[config.mk]
export PLATFORM = sky130hd
export DESIGN_NAME = adpcm_variable_width_encoder
export DESIGN_NICKNAME = d
export VERILOG_FILES = /design/src/avwe_pkg.sv /design/src/avwe_front.sv /design/src/avwe_cmd_fifo.sv /design/src/avwe_back.sv /design/src/adpcm_variable_width_encoder.sv
export SDC_FILE = /design/constraint.sdc
export NUM_CORES = 1
export LEC_CHECK = 0
export ABC_CLOCK_PERIOD_IN_PS = 22200
export BUFFER_PORTS_ARGS = -buffer_cell sky130_fd_sc_hd__buf_2
export CORE_ASPECT_RATIO = 1.25
export CORE_MARGIN = 2
export CORE_UTILIZATION = 65
export CTS_BUF_LIST = sky130_fd_sc_hd__clkbuf_8 sky130_fd_sc_hd__clkbuf_16
export DETAILED_ROUTE_END_ITERATION = 10
export GPL_TIMING_DRIVEN = 0
export PLACE_DENSITY = 0.93
export SYNTH_ARGS = -nofsm -noshare
export SYNTH_HDL_FRONTEND = slang
export SYNTH_HIERARCHICAL = 1
export SYNTH_SLANG_ARGS = --single-unit
export TNS_END_PERCENT = 100
[constraint.sdc]
create_clock -name clk -period 22.2 [get_ports clk]
set_clock_uncertainty 0.1 [all_clocks]
set_input_delay 1.11 -clock clk [delete_from_list [all_inputs] [get_ports clk]]
set_output_delay 1.11 -clock clk [all_outputs]
set_load 0.005 [all_outputs]
[src/avwe_pkg.sv]
`default_nettype none

package avwe_pkg;

    localparam int CNT_IN_W  = 13;
    localparam int ULAW_W    = 8;
    localparam int NB_W      = 3;
    localparam int IDX_W     = 7;
    localparam int PRED_W    = 16;
    localparam int STEP_W    = 15;
    localparam int BYTE_W    = 8;
    localparam int S_DATA_W  = 24;

    localparam logic [NB_W-1:0]  NB_MIN     = 3'd2;
    localparam logic [NB_W-1:0]  NB_MAX     = 3'd6;
    localparam logic [IDX_W-1:0] IDX_LAST   = 7'd88;
    localparam logic [7:0]       ULAW_BIAS  = 8'h84;

    typedef enum logic
    {
        CMD_START  = 1'b0,
        CMD_SAMPLE = 1'b1
    } cmd_kind_t;

    // flag: empty packet on start, last sample on sample
    typedef struct packed
    {
        cmd_kind_t              kind;
        logic [NB_W-1:0]        nb;
        logic [2:0]             pad;
        logic                   flag;
        logic [ULAW_W-1:0]      ulaw;
    } cmd_t;

    typedef struct packed
    {
        logic full;
        logic empty;
    } fifo_status_t;

    localparam logic [STEP_W-1:0] STEP_TABLE [89] = '{
        15'd7,     15'd8,     15'd9,     15'd10,    15'd11,
        15'd12,    15'd13,    15'd14,    15'd16,    15'd17,
        15'd19,    15'd21,    15'd23,    15'd25,    15'd28,
        15'd31,    15'd34,    15'd37,    15'd41,    15'd45,
        15'd50,    15'd55,    15'd60,    15'd66,    15'd73,
        15'd80,    15'd88,    15'd97,    15'd107,   15'd118,
        15'd130,   15'd143,   15'd157,   15'd173,   15'd190,
        15'd209,   15'd230,   15'd253,   15'd279,   15'd307,
        15'd337,   15'd371,   15'd408,   15'd449,   15'd494,
        15'd544,   15'd598,   15'd658,   15'd724,   15'd796,
        15'd876,   15'd963,   15'd1060,  15'd1166,  15'd1282,
        15'd1411,  15'd1552,  15'd1707,  15'd1878,  15'd2066,
        15'd2272,  15'd2499,  15'd2749,  15'd3024,  15'd3327,
        15'd3660,  15'd4026,  15'd4428,  15'd4871,  15'd5358,
        15'd5894,  15'd6484,  15'd7132,  15'd7845,  15'd8630,
        15'd9493,  15'd10442, 15'd11487, 15'd12635, 15'd13899,
        15'd15289, 15'd16818, 15'd18500, 15'd20350, 15'd22385,
        15'd24623, 15'd27086, 15'd29794, 15'd32767
    };

endpackage

`default_nettype wire

[src/avwe_front.sv]
`default_nettype none

module avwe_front
    import avwe_pkg::*;
#(
    parameter int MAX_PACKET_SAMPLES = 4096
)
(
    input  wire logic                 clk,
    input  wire logic                 rst_n,
    input  wire logic                 cfg_valid,
    output logic                      cfg_ready,
    input  wire logic [NB_W-1:0]      cfg_data,
    input  wire logic                 s_tvalid,
    output logic                      s_tready,
    input  wire logic [S_DATA_W-1:0]  s_tdata,
    input  wire logic                 s_tuser,
    input  wire fifo_status_t         q_status,
    output logic                      q_push,
    output cmd_t                      q_data
);

    localparam int CNT_FULL_W = $clog2(MAX_PACKET_SAMPLES + 1);
    localparam int CNT_W      = (CNT_FULL_W < CNT_IN_W) ? CNT_FULL_W : CNT_IN_W;

    logic [NB_W-1:0]   code_bits_reg;
    logic [NB_W-1:0]   packet_bits_reg;
    logic [CNT_W-1:0]  samples_left_reg;
    logic [CNT_W-1:0]  samples_left_next;
    logic [NB_W-1:0]   packet_bits_next;

    logic              accept;
    logic [CNT_IN_W-1:0] cnt_in;
    logic [CNT_W-1:0]  cnt_sat;
    logic [NB_W-1:0]   nb_clamped;
    logic [2:0]        pad_prod;
    logic [2:0]        pad;

    assign cfg_ready = 1'b1;
    assign s_tready  = !q_status.full;
    assign accept    = s_tvalid && s_tready;
    assign cnt_in    = s_tdata[CNT_IN_W-1:0];

    always_comb
    begin
        if (code_bits_reg < NB_MIN)
            nb_clamped = NB_MIN;
        else if (code_bits_reg > NB_MAX)
            nb_clamped = NB_MAX;
        else
            nb_clamped = code_bits_reg;

        if (32'(cnt_in) > 32'(MAX_PACKET_SAMPLES))
            cnt_sat = CNT_W'(MAX_PACKET_SAMPLES);
        else
            cnt_sat = CNT_W'(cnt_in);

        pad_prod = 3'(cnt_sat) * nb_clamped;
        pad      = 3'(4'd8 - {1'b0, pad_prod});
    end

    always_comb
    begin
        q_push            = 1'b0;
        q_data.kind       = CMD_START;
        q_data.nb         = nb_clamped;
        q_data.pad        = pad;
        q_data.flag       = (cnt_sat == '0);
        q_data.ulaw       = s_tdata[CNT_IN_W +: ULAW_W];
        samples_left_next = samples_left_reg;
        packet_bits_next  = packet_bits_reg;
        if (accept)
        begin
            if (cmd_kind_t'(s_tuser) == CMD_START)
            begin
                q_push            = 1'b1;
                samples_left_next = cnt_sat;
                packet_bits_next  = nb_clamped;
            end
            else if (samples_left_reg != '0)
            begin
                q_push            = 1'b1;
                q_data.kind       = CMD_SAMPLE;
                q_data.nb         = packet_bits_reg;
                q_data.flag       = (samples_left_reg == CNT_W'(1));
                samples_left_next = samples_left_reg - CNT_W'(1);
            end
        end
    end

    always_ff @(posedge clk or negedge rst_n)
    begin
        if (!rst_n)
        begin
            code_bits_reg    <= NB_MAX;
            packet_bits_reg  <= NB_MAX;
            samples_left_reg <= '0;
        end
        else
        begin
            if (cfg_valid && cfg_ready)
                code_bits_reg <= cfg_data;
            packet_bits_reg  <= packet_bits_next;
            samples_left_reg <= samples_left_next;
        end
    end

endmodule

`default_nettype wire

[src/avwe_cmd_fifo.sv]
`default_nettype none

module avwe_cmd_fifo
    import avwe_pkg::*;
(
    input  wire logic     clk,
    input  wire logic     rst_n,
    input  wire logic     push,
    input  wire cmd_t     push_data,
    input  wire logic     pop,
    output cmd_t          pop_data,
    output fifo_status_t  status
);

    cmd_t        entry_reg [2];
    logic        wr_ptr_reg;
    logic        rd_ptr_reg;
    logic [1:0]  count_reg;
    logic        do_push;
    logic        do_pop;

    assign status.full  = (count_reg == 2'd2);
    assign status.empty = (count_reg == 2'd0);
    assign do_push      = push && !status.full;
    assign do_pop       = pop && !status.empty;
    assign pop_data     = entry_reg[rd_ptr_reg];

    always_ff @(posedge clk)
    begin
        if (do_push)
            entry_reg[wr_ptr_reg] <= push_data;
    end

    always_ff @(posedge clk or negedge rst_n)
    begin
        if (!rst_n)
        begin
            wr_ptr_reg <= 1'b0;
            rd_ptr_reg <= 1'b0;
            count_reg  <= 2'd0;
        end
        else
        begin
            if (do_push)
                wr_ptr_reg <= !wr_ptr_reg;
            if (do_pop)
                rd_ptr_reg <= !rd_ptr_reg;
            if (do_push && !do_pop)
                count_reg <= count_reg + 2'd1;
            else if (do_pop && !do_push)
                count_reg <= count_reg - 2'd1;
        end
    end

endmodule

`default_nettype wire

[src/avwe_back.sv]
`default_nettype none

module avwe_back
    import avwe_pkg::*;
(
    input  wire logic               clk,
    input  wire logic               rst_n,
    input  wire fifo_status_t       q_status,
    input  wire cmd_t               q_data,
    output logic                    q_pop,
    output logic                    m_tvalid,
    input  wire logic               m_tready,
    output logic [BYTE_W-1:0]       m_tdata,
    output logic                    m_tlast
);

    typedef enum logic [2:0]
    {
        ST_IDLE  = 3'b001,
        ST_QUANT = 3'b010,
        ST_EMIT  = 3'b100
    } state_t;

    state_t                    state_reg, state_next;

    logic signed [PRED_W-1:0]  pred_reg, pred_next;
    logic [IDX_W-1:0]          idx_reg, idx_next;
    logic [BYTE_W-1:0]         buf_reg, buf_next;
    logic [2:0]                fill_reg, fill_next;

    // sample held between the expand and quantize steps
    logic [16:0]               diff_reg, diff_next;
    logic                      sign_reg, sign_next;
    logic [STEP_W-1:0]         step_reg, step_next;
    logic [NB_W-1:0]           nb_reg, nb_next;
    logic                      last_reg, last_next;

    logic [BYTE_W-1:0]         emit_byte_reg [4];
    logic [BYTE_W-1:0]         emit_byte_next [4];
    logic [3:0]                emit_last_reg, emit_last_next;
    logic [1:0]                emit_top_reg, emit_top_next;
    logic [1:0]                emit_idx_reg, emit_idx_next;

    logic                      out_valid_reg, out_valid_next;
    logic [BYTE_W-1:0]         out_byte_reg, out_byte_next;
    logic                      out_last_reg, out_last_next;
    logic                      out_free;

    // expand stage
    logic [7:0]                uinv;
    logic [7:0]                ubase;
    logic [15:0]               umag;
    logic signed [16:0]        uval;
    logic signed [17:0]        udiff;

    // quantize stage
    logic [16:0]               rem;
    logic [STEP_W-1:0]         stp;
    logic [16:0]               vp;
    logic [4:0]                mag;
    logic [5:0]                delta;
    logic [5:0]                code;
    logic signed [17:0]        psum;
    logic signed [4:0]         adj;
    logic signed [7:0]         isum;
    logic [3:0]                total;
    logic [15:0]               place;
    logic [BYTE_W-1:0]         nbuf;
    logic [2:0]                nfill;
    logic                      have_byte;

    assign out_free = !out_valid_reg || m_tready;
    assign m_tvalid = out_valid_reg;
    assign m_tdata  = out_byte_reg;
    assign m_tlast  = out_last_reg;
    assign q_pop    = (state_reg == ST_IDLE) && !q_status.empty;

    always_comb
    begin
        uinv  = ~q_data.ulaw;
        ubase = {1'b0, uinv[3:0], 3'b000} + ULAW_BIAS;
        umag  = (16'(ubase) << uinv[6:4]) - 16'(ULAW_BIAS);
        uval  = uinv[7] ? -$signed({1'b0, umag}) : $signed({1'b0, umag});
        udiff = 18'(uval) - 18'(pred_reg);
    end

    always_comb
    begin
        rem = diff_reg;
        stp = step_reg;
        vp  = 17'(step_reg >> (nb_reg - 3'd1));
        mag = '0;
        for (int i = 0; i < 5; i++)
        begin
            if (3'(i) < nb_reg - 3'd1)
            begin
                if (rem >= {2'b00, stp})
                begin
                    mag[4-i] = 1'b1;
                    rem      = rem - {2'b00, stp};
                    vp       = vp + {2'b00, stp};
                end
                stp = stp >> 1;
            end
        end
        delta = {sign_reg, mag};
        code  = delta >> (3'd6 - nb_reg);

        if (sign_reg)
            psum = 18'(pred_reg) - $signed({1'b0, vp});
        else
            psum = 18'(pred_reg) + $signed({1'b0, vp});

        if (mag[4])
            adj = $signed({2'b00, mag[3:2], 1'b0}) + 5'sd2;
        else
            adj = -5'sd1;
        isum = $signed({1'b0, idx_reg}) + 8'(adj);

        total     = {1'b0, fill_reg} + {1'b0, nb_reg};
        place     = {buf_reg, 8'h00} | (16'(code) << (5'd16 - {1'b0, total}));
        have_byte = (total >= 4'd8);
        if (have_byte)
        begin
            nbuf  = place[7:0];
            nfill = 3'(total - 4'd8);
        end
        else
        begin
            nbuf  = place[15:8];
            nfill = total[2:0];
        end
    end

    always_comb
    begin
        state_next     = state_reg;
        pred_next      = pred_reg;
        idx_next       = idx_reg;
        buf_next       = buf_reg;
        fill_next      = fill_reg;
        diff_next      = diff_reg;
        sign_next      = sign_reg;
        step_next      = step_reg;
        nb_next        = nb_reg;
        last_next      = last_reg;
        emit_byte_next = emit_byte_reg;
        emit_last_next = emit_last_reg;
        emit_top_next  = emit_top_reg;
        emit_idx_next  = emit_idx_reg;
        out_valid_next = out_valid_reg && !m_tready;
        out_byte_next  = out_byte_reg;
        out_last_next  = out_last_reg;

        case (state_reg)
            ST_IDLE:
            begin
                if (!q_status.empty)
                begin
                    if (q_data.kind == CMD_START)
                    begin
                        emit_byte_next[0] = {1'b0, q_data.nb, 1'b0, q_data.pad};
                        emit_byte_next[1] = pred_reg[15:8];
                        emit_byte_next[2] = pred_reg[7:0];
                        emit_byte_next[3] = {1'b0, idx_reg};
                        emit_last_next    = {q_data.flag, 3'b000};
                        emit_top_next     = 2'd3;
                        emit_idx_next     = 2'd0;
                        buf_next          = '0;
                        fill_next         = '0;
                        state_next        = ST_EMIT;
                    end
                    else
                    begin
                        sign_next  = udiff[17];
                        diff_next  = udiff[17] ? 17'(-udiff) : 17'(udiff);
                        step_next  = STEP_TABLE[idx_reg];
                        nb_next    = q_data.nb;
                        last_next  = q_data.flag;
                        state_next = ST_QUANT;
                    end
                end
            end

            ST_QUANT:
            begin
                if (psum > 18'sd32767)
                    pred_next = 16'sh7FFF;
                else if (psum < -18'sd32768)
                    pred_next = 16'sh8000;
                else
                    pred_next = psum[15:0];

                if (isum < 8'sd0)
                    idx_next = '0;
                else if (isum > $signed({1'b0, IDX_LAST}))
                    idx_next = IDX_LAST;
                else
                    idx_next = isum[IDX_W-1:0];

                emit_idx_next = 2'd0;
                emit_last_next = 4'b0000;
                buf_next       = nbuf;
                fill_next      = nfill;
                if (have_byte)
                begin
                    emit_byte_next[0] = place[15:8];
                    emit_last_next[0] = last_reg && (nfill == 3'd0);
                    emit_top_next     = 2'd0;
                    if (last_reg && nfill != 3'd0)
                    begin
                        emit_byte_next[1] = nbuf;
                        emit_last_next[1] = 1'b1;
                        emit_top_next     = 2'd1;
                    end
                end
                else
                begin
                    emit_byte_next[0] = nbuf;
                    emit_last_next[0] = 1'b1;
                    emit_top_next     = 2'd0;
                end

                if (last_reg && nfill != 3'd0)
                begin
                    buf_next  = '0;
                    fill_next = '0;
                end

                if (have_byte || (last_reg && nfill != 3'd0))
                    state_next = ST_EMIT;
                else
                    state_next = ST_IDLE;
            end

            ST_EMIT:
            begin
                if (out_free)
                begin
                    out_valid_next = 1'b1;
                    out_byte_next  = emit_byte_reg[emit_idx_reg];
                    out_last_next  = emit_last_reg[emit_idx_reg];
                    if (emit_idx_reg == emit_top_reg)
                        state_next = ST_IDLE;
                    else
                        emit_idx_next = emit_idx_reg + 2'd1;
                end
            end

            default:
            begin
                state_next = ST_IDLE;
            end
        endcase
    end

    always_ff @(posedge clk)
    begin
        diff_reg      <= diff_next;
        sign_reg      <= sign_next;
        step_reg      <= step_next;
        nb_reg        <= nb_next;
        last_reg      <= last_next;
        emit_byte_reg <= emit_byte_next;
        emit_last_reg <= emit_last_next;
        emit_top_reg  <= emit_top_next;
        emit_idx_reg  <= emit_idx_next;
        out_byte_reg  <= out_byte_next;
        out_last_reg  <= out_last_next;
    end

    always_ff @(posedge clk or negedge rst_n)
    begin
        if (!rst_n)
        begin
            state_reg     <= ST_IDLE;
            pred_reg      <= '0;
            idx_reg       <= '0;
            buf_reg       <= '0;
            fill_reg      <= '0;
            out_valid_reg <= 1'b0;
        end
        else
        begin
            state_reg     <= state_next;
            pred_reg      <= pred_next;
            idx_reg       <= idx_next;
            buf_reg       <= buf_next;
            fill_reg      <= fill_next;
            out_valid_reg <= out_valid_next;
        end
    end

endmodule

`default_nettype wire

[src/adpcm_variable_width_encoder.sv]
// A start request reaches the output through the command queue, the emit state and the
// output register; a sample request through the queue, the quantize state, the emit state
// and the output register. The back end takes no new command until idle again: a start
// emits its four header bytes, a sample its bytes (if any), through a single output register.
// A 2-entry command queue lets the input side run ahead of the back end.
// Reset (rst_n low, async): predictor, step index, packing and packet count clear; width 6.
`default_nettype none

module adpcm_variable_width_encoder
    import avwe_pkg::*;
#(
    parameter int MAX_PACKET_SAMPLES = 4096
)
(
    input  wire logic                 clk,
    input  wire logic                 rst_n,
    input  wire logic                 cfg_valid,
    output logic                      cfg_ready,
    input  wire logic [NB_W-1:0]      cfg_data,     // code_bits
    input  wire logic                 s_tvalid,
    output logic                      s_tready,
    input  wire logic [S_DATA_W-1:0]  s_tdata,      // packet_samples[12:0], ulaw_sample[20:13]
    input  wire logic                 s_tuser,      // action
    output logic                      m_tvalid,
    input  wire logic                 m_tready,
    output logic [BYTE_W-1:0]         m_tdata,      // out_byte
    output logic                      m_tlast
);

    fifo_status_t q_status;
    logic         q_push;
    logic         q_pop;
    cmd_t         q_wdata;
    cmd_t         q_rdata;

    avwe_front #(
        .MAX_PACKET_SAMPLES(MAX_PACKET_SAMPLES)
    ) u_front (
        .clk      (clk),
        .rst_n    (rst_n),
        .cfg_valid(cfg_valid),
        .cfg_ready(cfg_ready),
        .cfg_data (cfg_data),
        .s_tvalid (s_tvalid),
        .s_tready (s_tready),
        .s_tdata  (s_tdata),
        .s_tuser  (s_tuser),
        .q_status (q_status),
        .q_push   (q_push),
        .q_data   (q_wdata)
    );

    avwe_cmd_fifo u_fifo (
        .clk      (clk),
        .rst_n    (rst_n),
        .push     (q_push),
        .push_data(q_wdata),
        .pop      (q_pop),
        .pop_data (q_rdata),
        .status   (q_status)
    );

    avwe_back u_back (
        .clk     (clk),
        .rst_n   (rst_n),
        .q_status(q_status),
        .q_data  (q_rdata),
        .q_pop   (q_pop),
        .m_tvalid(m_tvalid),
        .m_tready(m_tready),
        .m_tdata (m_tdata),
        .m_tlast (m_tlast)
    );

endmodule

`default_nettype wire

# Word-level counts from Yosys, hierarchy flattened

Memories as Yosys holds them, arrays and structs flattened. A register that Yosys moved wholly into a read port is not among the register bits.
Cells that the tools add are included.

Word-level logic and storage cells: 240
Flip-flop bits (word level): 131
Memories: 2
Output and inout port bits: 12
Input bits: 33
ROM bits: 1920
Latch bits: 0
Memory bits (writable): 32

Equality and inequality tests: 14
$mul: 1
Reductions and logical operators: 36
Add/subtract/negate cells: 28
Order comparisons: 20
Divide/modulo/power cells: 0
Bitwise logic cells: 7
Multiplexer cells: 103
Shift-type cells: 4

Memory list:

| name             | words | bits a word | rd ports | clocked after Yosys merged registers in | write ports | RTL line            | RTL |
|---|---|---|---|---|---|---|---|
| (name not given) | 128   | 15          | 1        | 1                                       | 0           | avwe_back.sv:177    | `step_next = STEP_TABLE[idx_reg];` |
| u_fifo.entry_reg | 2     | 16          | 1        | 0                                       | 1           | avwe_cmd_fifo.sv:15 | `cmd_t entry_reg [2];` |

Operators with widths:

| operator             | count |
|---|---|
| $mux 17              | 20 |
| $add 17x15->17       | 5 |
| $ge 17x15->1         | 5 |
| $mux 8               | 9 |
| $sub 17x15->17       | 4 |
| $mux 32              | 2 |
| $mux 15              | 4 |
| $mux 13              | 3 |
| $mux 3               | 11 |
| $mux 16              | 2 |
| $pmux 16 s2          | 1 |
| $mux 1               | 26 |
| $mux 4               | 5 |
| $add 16x18->18       | 1 |
| $gt 18x16->1 const B | 1 |
| $lt 18x16->1 const B | 1 |
| $mux 18              | 1 |
| $sub 16x18->18       | 1 |
| $sub 17x16->18       | 1 |
| $neg 16->17          | 1 |
| $neg 17->17          | 1 |
| $shr 15x3->17        | 1 |
| $bmux 8 s2           | 1 |
| $mux 2               | 8 |
| other kinds (61)     | 98 |

# Longest topological paths before layout

Depth after elaboration: 22
Mapped depth: 94
Gate-level depth less buffers: 81

# Cells and area by module

Netlist, hierarchy kept.

Modules (own cells, without submodules):

| module        | area each (sq um) | seq. area each (sq um) | cells an instance | times used |
|---|---|---|---|---|
| avwe_back     | 20151.8           | 3474.6                 | 2640              | 1 |
| avwe_front    | 1586.5            | 480.5                  | 173               | 1 |
| avwe_cmd_fifo | 1402.6            | 1061.0                 | 69                | 1 |

# Least setup slack after synthesis

Ideal clock, no wire load.

Path type: register -> register
Start point: register u_back.step_reg[6]
End point: register u_back.pred_reg[5]
Buffers on the path: 12
Library setup time: 0.142 ns
Data arrival time: 17.101 ns
Period minus slack after synthesis: 17.343 ns
Slack: 4.857 ns
Required time: 21.958 ns
Cell stages (with the launch flop): 86
Cell sequence: edfxtp_1 -> inv_1 -> ha_1 -> a211oi_2 -> o21bai_1 -> or4_4 -> a21oi_4 -> nor2_2 -> clkinv_1 -> clkbuf_1 -> clkbuf_1 -> o21ai_0 -> ha_1 -> and4_1 -> and3_1 -> o211ai_1 -> a32oi_1 -> nor2_1 -> [... 50 more ...] -> fa_1 -> a21o_1 -> a21oi_1 -> o21ai_0 -> a21oi_1 -> o21bai_1 -> a21oi_1 -> o21bai_1 -> a21oi_1 -> o21ai_0 -> a211oi_1 -> or4b_2 -> o21ai_0 -> o31ai_1 -> o311ai_2 -> clkbuf_2 -> o21ai_0 -> a22oi_2

Cells in the longest elaborated chain, start to end: 21
Elaborated cells between the ends (all ways): 44
Classes of those cells: 11 x add/sub; 7 x order compare; 1 x shift; 25 x mux

Ends and longest elaborated chain:

| item                                             | RTL line                           | RTL |
|---|---|---|
| start: declaration                               | avwe_back.sv:34                    | `logic [STEP_W-1:0] step_reg, step_next;` |
| $shr 15x3->17                                    | avwe_back.sv:91                    | `vp = 17'(step_reg >> (nb_reg - 3'd1));` |
| $add 17x15->17                                   | avwe_back.sv:101                   | `vp = vp + {2'b00, stp};` |
| $mux 17                                          | avwe_back.sv:97                    | `if (rem >= {2'b00, stp})` |
| $mux 17                                          | avwe_back.sv:95                    | `if (3'(i) < nb_reg - 3'd1)` |
| $add 17x15->17                                   | avwe_back.sv:101                   |  |
| $mux 17                                          | avwe_back.sv:97                    |  |
| $mux 17                                          | avwe_back.sv:95                    |  |
| $add 17x15->17                                   | avwe_back.sv:101                   |  |
| [... 5 more ...]                                 | n/a                                |  |
| $add 17x15->17                                   | avwe_back.sv:101                   |  |
| $mux 17                                          | avwe_back.sv:97                    |  |
| $mux 17 *                                        | avwe_back.sv:95                    |  |
| $add 16x18->18 or $sub 16x18->18 (tied branches) | avwe_back.sv:112, avwe_back.sv:110 |  |
| $mux 18 *                                        | avwe_back.sv:109                   | `if (sign_reg)` |
| $lt 18x16->1                                     | avwe_back.sv:189                   | `else if (psum < -18'sd32768)` |
| $mux 16                                          | avwe_back.sv:189                   |  |
| $mux 16 *                                        | avwe_back.sv:187                   | `if (psum > 18'sd32767)` |
| end signal: assignment                           | avwe_back.sv:286                   | `pred_reg <= pred_next;` |
| end: declaration                                 | avwe_back.sv:26                    | `logic signed [PRED_W-1:0] pred_reg, pred_next;` |

Every way passes the cells marked *; elsewhere a longest branch is shown, timed or not.
A chain may end at the register's enable or synchronous reset.

# Worst setup path in the final report

Start point: register u_back.step_reg[8]
End point: register u_back.pred_reg[7]

The elaborated chain is that of the path after synthesis.

==> flow_results.org <==
** Floorplan
- Die Area :: 0.03714 sq mm
- Die Width :: 172.8 um
- The die is 215.0 um tall.
- Std cell rows :: 77
- Area of the placeable core :: 0.03526 sq mm
- For this configuration, the core starts out at a cell density of 0.6563.
- Top Ports :: 45

** Logic synthesis
- Of the total synthesized cell area, the portion taken by full adders, half adders and majority gates is 0.1331.
- Most used flip-flop cell after synthesis :: sky130_fd_sc_hd__edfxtp_1
- Post-Synthesis Net Count :: 3,154
- Library cell occupying the most area in the post-synthesis netlist :: sky130_fd_sc_hd__edfxtp_1
- Synthesized netlist cell count :: 2,882
- The synthesized design contains 177 register bits.
- Mapped Area :: 0.02314 sq mm
- Simple-gate portion of the synthesized area :: 0.1850
- Parity-gate share of the synthesized area counting xor and xnor cells :: 0.07380
- Mean instance size in the synthesized netlist :: 8.029 sq um
- Ranked by total cell area, the synthesized netlist is headed by sky130_fd_sc_hd__edfxtp_1 (15%), sky130_fd_sc_hd__ha_1 (12%), sky130_fd_sc_hd__dfrtp_1 (6.1%).
- Count of flip-flops with a built-in enable after synthesis :: 116
- Proportion of synthesized chip area in sequential cells :: 0.2168
- Area share of the leading cell type in the synthesized netlist :: 0.1505
- In this run, distinct cell masters in the synthesized netlist total 114.
- Share of flip-flops with an asynchronous set or reset :: 0.3446
- By area, the combinational part of the netlist is dominated by compound AO/OA/AOI/OAI gates.
- For this run, the number of Yosys warnings is 6.
- Of the post-synthesis cell area, the part taken by muxes is 0.07386.
- Compound-Gate Fraction of Synth Area :: 0.2565

** STA
- Derived from the worst setup path, the maximum achievable clock frequency is 46.59 MHz.
- Worst-margin pin slew :: 1.114 ns
- In the finished design, the share of the clock period the worst path needs comes to 0.9669.
- Once routing completed, OpenROAD measured the worst setup slack at 0.7352 ns.
- In this run the tightest slew margin relative to its limit is 0.2575.
- Hold is met by 0.3687 ns.
- The final hold violation count came to 0.
- Setup TNS :: 0 ns
- The routed design could run at a clock period as short as 21.46 ns.
- Setup violations remaining at the end of the flow were counted as 0.
- Number of pins exceeding their max-slew limit in the final report :: 0

** Detailed routing
- The final layout contains routed wiring with a total length of 82,340 um.
- The count of nets left with antenna violations once routing finished came out at 0.
- The first routing iteration left 3,172 violations.
- Mean routed wirelength per cell :: 23.99 um
- Number of remaining DRC errors :: 0
- Using the TritonRoute via totals, the vias-per-cell ratio works out to 6.989.
- Length of the first detailed-routing pass in iterations :: 8
- The final route contains 23,986 vias.

** Clocking
- CTS Root Buffer Type :: sky130_fd_sc_hd__clkbuf_16
- Clock latency on the worst-skew pair, taken at its later pin, is 0.46 ns.
- Clock slew seen by the registers of the worst setup and hold paths :: 0.08 ns
- Worst-case clock buffer depth :: 2
- Number of sinks driven by the clock tree :: 177
- TritonCTS clock tree :: done
- Total CTS buffers :: 17
- The H-tree generated during clock tree synthesis spans 4 levels.
- For this design, the CTS-stage hold fixing added 0 buffers.

** Critical path
- Worst Path Buf+Inv :: 14
- Along the worst path, the maximum fanout reaches 19.
- The worst setup path is captured at a register.
- Data arrives at the worst endpoint at 21.67 ns.
- The most critical setup path has its startpoint at u_back/step_reg[8].
- Depth of the worst register-to-register path :: 84
- The worst register-to-register path ends at u_back/pred_reg[7].
- Minimum setup slack among reg-to-reg paths :: 0.74 ns
- Crit-path slowest cell :: sky130_fd_sc_hd__nor4_1
- Critical Setup Path Class :: reg -> reg
- Kind of start point of the critical path :: register
- In this design, the stage delay of the slowest critical-path cell is 0.68 ns.
- Critical path's top delay family :: compound AO/OA/AOI/OAI gates
- Endpoint required time on the critical path :: 22.41 ns
- Crit Reg-Reg Startpoint :: u_back/step_reg[8]

** Hold path
- The worst hold path passes through 2 cells.
- The worst hold path belongs to the class reg -> reg.
- For hold timing, the worst endpoint is u_front/packet_bits_reg[2].
- The worst hold path begins at u_front/packet_bits_reg[2].

** Global route
- The number of global-route vias before repair is 23,235.
- Antenna violations before repair :: 0
- Maximum number of pins on one net before global-route repair :: 62
- Remaining global-route overflow :: 0
- In the global route stage, overall resource usage came out at 0.4312.
- Global-route wire length before repair :: 125,600 um

** Placed design
- The wire-length estimate of the detail-placed layout is 64,590 um.
- Count of input and output buffers :: 31
- Routability-driven placement finished with a final weighted congestion of 1.059.
- Setup WS pre-CTS :: -1.326 ns
- Placed Instances :: 3,394

** Layout
- The number of antenna diodes in the final layout is 0.
- Non-filler cells in the finished layout :: 3,432
- Number of flip-flops in the largest register :: 32
- Number of nets in the finished design :: 3,217
- Fraction of final layout cells with drive strength greater than 1 :: 0.09838
- Compared with the post-synthesis result, the final layout area differs by 6.764%.

** Outcome
- The flow ran to the end, and the final reports show no timing, DRC or antenna violations.

** Run
- Max-cap viol count :: 0
## synthesized netlist by cell type, types with 9 or more instances
master	instances
sky130_fd_sc_hd__and3_1	27
sky130_fd_sc_hd__edfxtp_1	116
sky130_fd_sc_hd__o31ai_1	25
sky130_fd_sc_hd__o21ai_1	12
sky130_fd_sc_hd__o31a_1	9
sky130_fd_sc_hd__ha_1	227
sky130_fd_sc_hd__fa_1	12
sky130_fd_sc_hd__mux4_2	15
sky130_fd_sc_hd__dfrtp_1	56
sky130_fd_sc_hd__a21boi_0	13
sky130_fd_sc_hd__mux2_2	64
sky130_fd_sc_hd__o21ai_0	211
sky130_fd_sc_hd__inv_1	206
sky130_fd_sc_hd__a22oi_2	10
sky130_fd_sc_hd__nor3_1	53
sky130_fd_sc_hd__nand3_1	61
sky130_fd_sc_hd__nor2b_1	33
sky130_fd_sc_hd__nor4_1	28
sky130_fd_sc_hd__o22ai_1	17
sky130_fd_sc_hd__clkbuf_1	76
sky130_fd_sc_hd__o21bai_1	20
sky130_fd_sc_hd__buf_4	11
sky130_fd_sc_hd__xnor2_1	138
sky130_fd_sc_hd__xor2_1	57
sky130_fd_sc_hd__nand2b_1	38
sky130_fd_sc_hd__or3_1	20
sky130_fd_sc_hd__o311ai_0	11
sky130_fd_sc_hd__buf_1	16
sky130_fd_sc_hd__o21a_1	34
sky130_fd_sc_hd__a21oi_1	210
sky130_fd_sc_hd__mux2i_1	46
sky130_fd_sc_hd__nor2_1	269
sky130_fd_sc_hd__mux2_4	11
sky130_fd_sc_hd__or2_2	13
sky130_fd_sc_hd__a211oi_1	43
sky130_fd_sc_hd__nand4_1	11
sky130_fd_sc_hd__a31oi_1	32
sky130_fd_sc_hd__and2_1	22
sky130_fd_sc_hd__a211o_1	10
sky130_fd_sc_hd__nand2_1	286
sky130_fd_sc_hd__o211ai_1	25
sky130_fd_sc_hd__buf_2	9
sky130_fd_sc_hd__a21o_1	82
## logic make-up after synthesis
family / count (synthesis)
compound gates: 890
xor+xnor: 195
fa+ha+maj: 239
buf+inv: 335
flops: 177
mux: 138
other cells: 1
simple gates: 907
## per-stage QoR
stage               utilization  cell area [sq um]
finish                   0.7007              24710
CTS                      0.6970              24580
global placement         0.6775              23890
detailed placement       0.6794              23960
global route             0.7007              24710
floorplan                     -              23140
## metal layers
layer | GRT usage | wire length [um] | vias up
met5 | 0 | 0 | -
met2 | 0.7181 | 37420 | 1651
met1 | 0.4901 | 29470 | 11220
met4 | 0.3316 | 7576 | 0
met3 | 0.08068 | 7878 | 459
li1 | - | - | 10656
## placed cells by master, fill, tap and decap left out, types with 25 or more instances in the layout
master	instances
sky130_fd_sc_hd__nor3_1	53
sky130_fd_sc_hd__and3_1	27
sky130_fd_sc_hd__buf_4	28
sky130_fd_sc_hd__o21a_1	34
sky130_fd_sc_hd__a21oi_1	210
sky130_fd_sc_hd__inv_1	206
sky130_fd_sc_hd__mux2i_1	46
sky130_fd_sc_hd__nand2b_1	38
sky130_fd_sc_hd__a21o_1	82
sky130_fd_sc_hd__o21ai_0	207
sky130_fd_sc_hd__ha_1	227
sky130_fd_sc_hd__xor2_1	57
sky130_fd_sc_hd__buf_2	41
sky130_fd_sc_hd__clkbuf_1	68
sky130_fd_sc_hd__o211ai_1	25
sky130_fd_sc_hd__nand3_1	61
sky130_fd_sc_hd__mux2_2	64
sky130_fd_sc_hd__xnor2_1	138
sky130_fd_sc_hd__nor2b_1	33
sky130_fd_sc_hd__nor4_1	25
sky130_fd_sc_hd__a31oi_1	31
sky130_fd_sc_hd__edfxtp_1	116
sky130_fd_sc_hd__nand2_1	286
sky130_fd_sc_hd__a211oi_1	43
sky130_fd_sc_hd__dfrtp_1	56
sky130_fd_sc_hd__nor2_1	267
## timing repair
action	4_1_cts	5_1_grt
hold endpoints to repair	0	0
buffers inserted	0	9
endpoints found under the setup margin	16	16
resized for setup	7	25
pin swaps	0	2
## cell type report
type                       instances  area (sq um)
clock buffer                      17         425.4
inverter                         213         802.0
fill                            2768         10560
sequential                       177          5016
multi-input combinational       2370         16790
buffer                           119         610.6
timing repair buffer              47         277.8
tap                              474         593.1
clock inverter                    15         186.4
## worst reg2reg max path, delay by kind of cell (launching register included)
| family | cells | cell delay [ns] |
|---|---|---|
| buffers and inverters | 14 | 3.64 |
| adder cells (fa/ha/maj) | 7 | 2.46 |
| AND/OR/NAND/NOR | 16 | 3.46 |
| flip-flops | 1 | 0.66 |
| multiplexers | 1 | 0.40 |
| XOR/XNOR | 1 | 0.26 |
| AO/OA/AOI/OAI | 45 | 10.38 |
## worst max-delay path by stage
stage / end / slack (ns) / depth (start not counted)
after CTS: u_back/pred_reg[7] / 0.09 / 85
after global placement: u_back/pred_reg[5] / -0.94 / 86
after floorplan: u_back/pred_reg[5] / 4.86 / 85
after detailed placement: u_back/pred_reg[13] / -1.33 / 90
final: u_back/pred_reg[7] / 0.74 / 84
after global routing: u_back/pred_reg[5] / -0.002 / 84
Power is not shown: default switching activity piles up to over one toggle a cycle in this logic, so the estimate is an artifact.
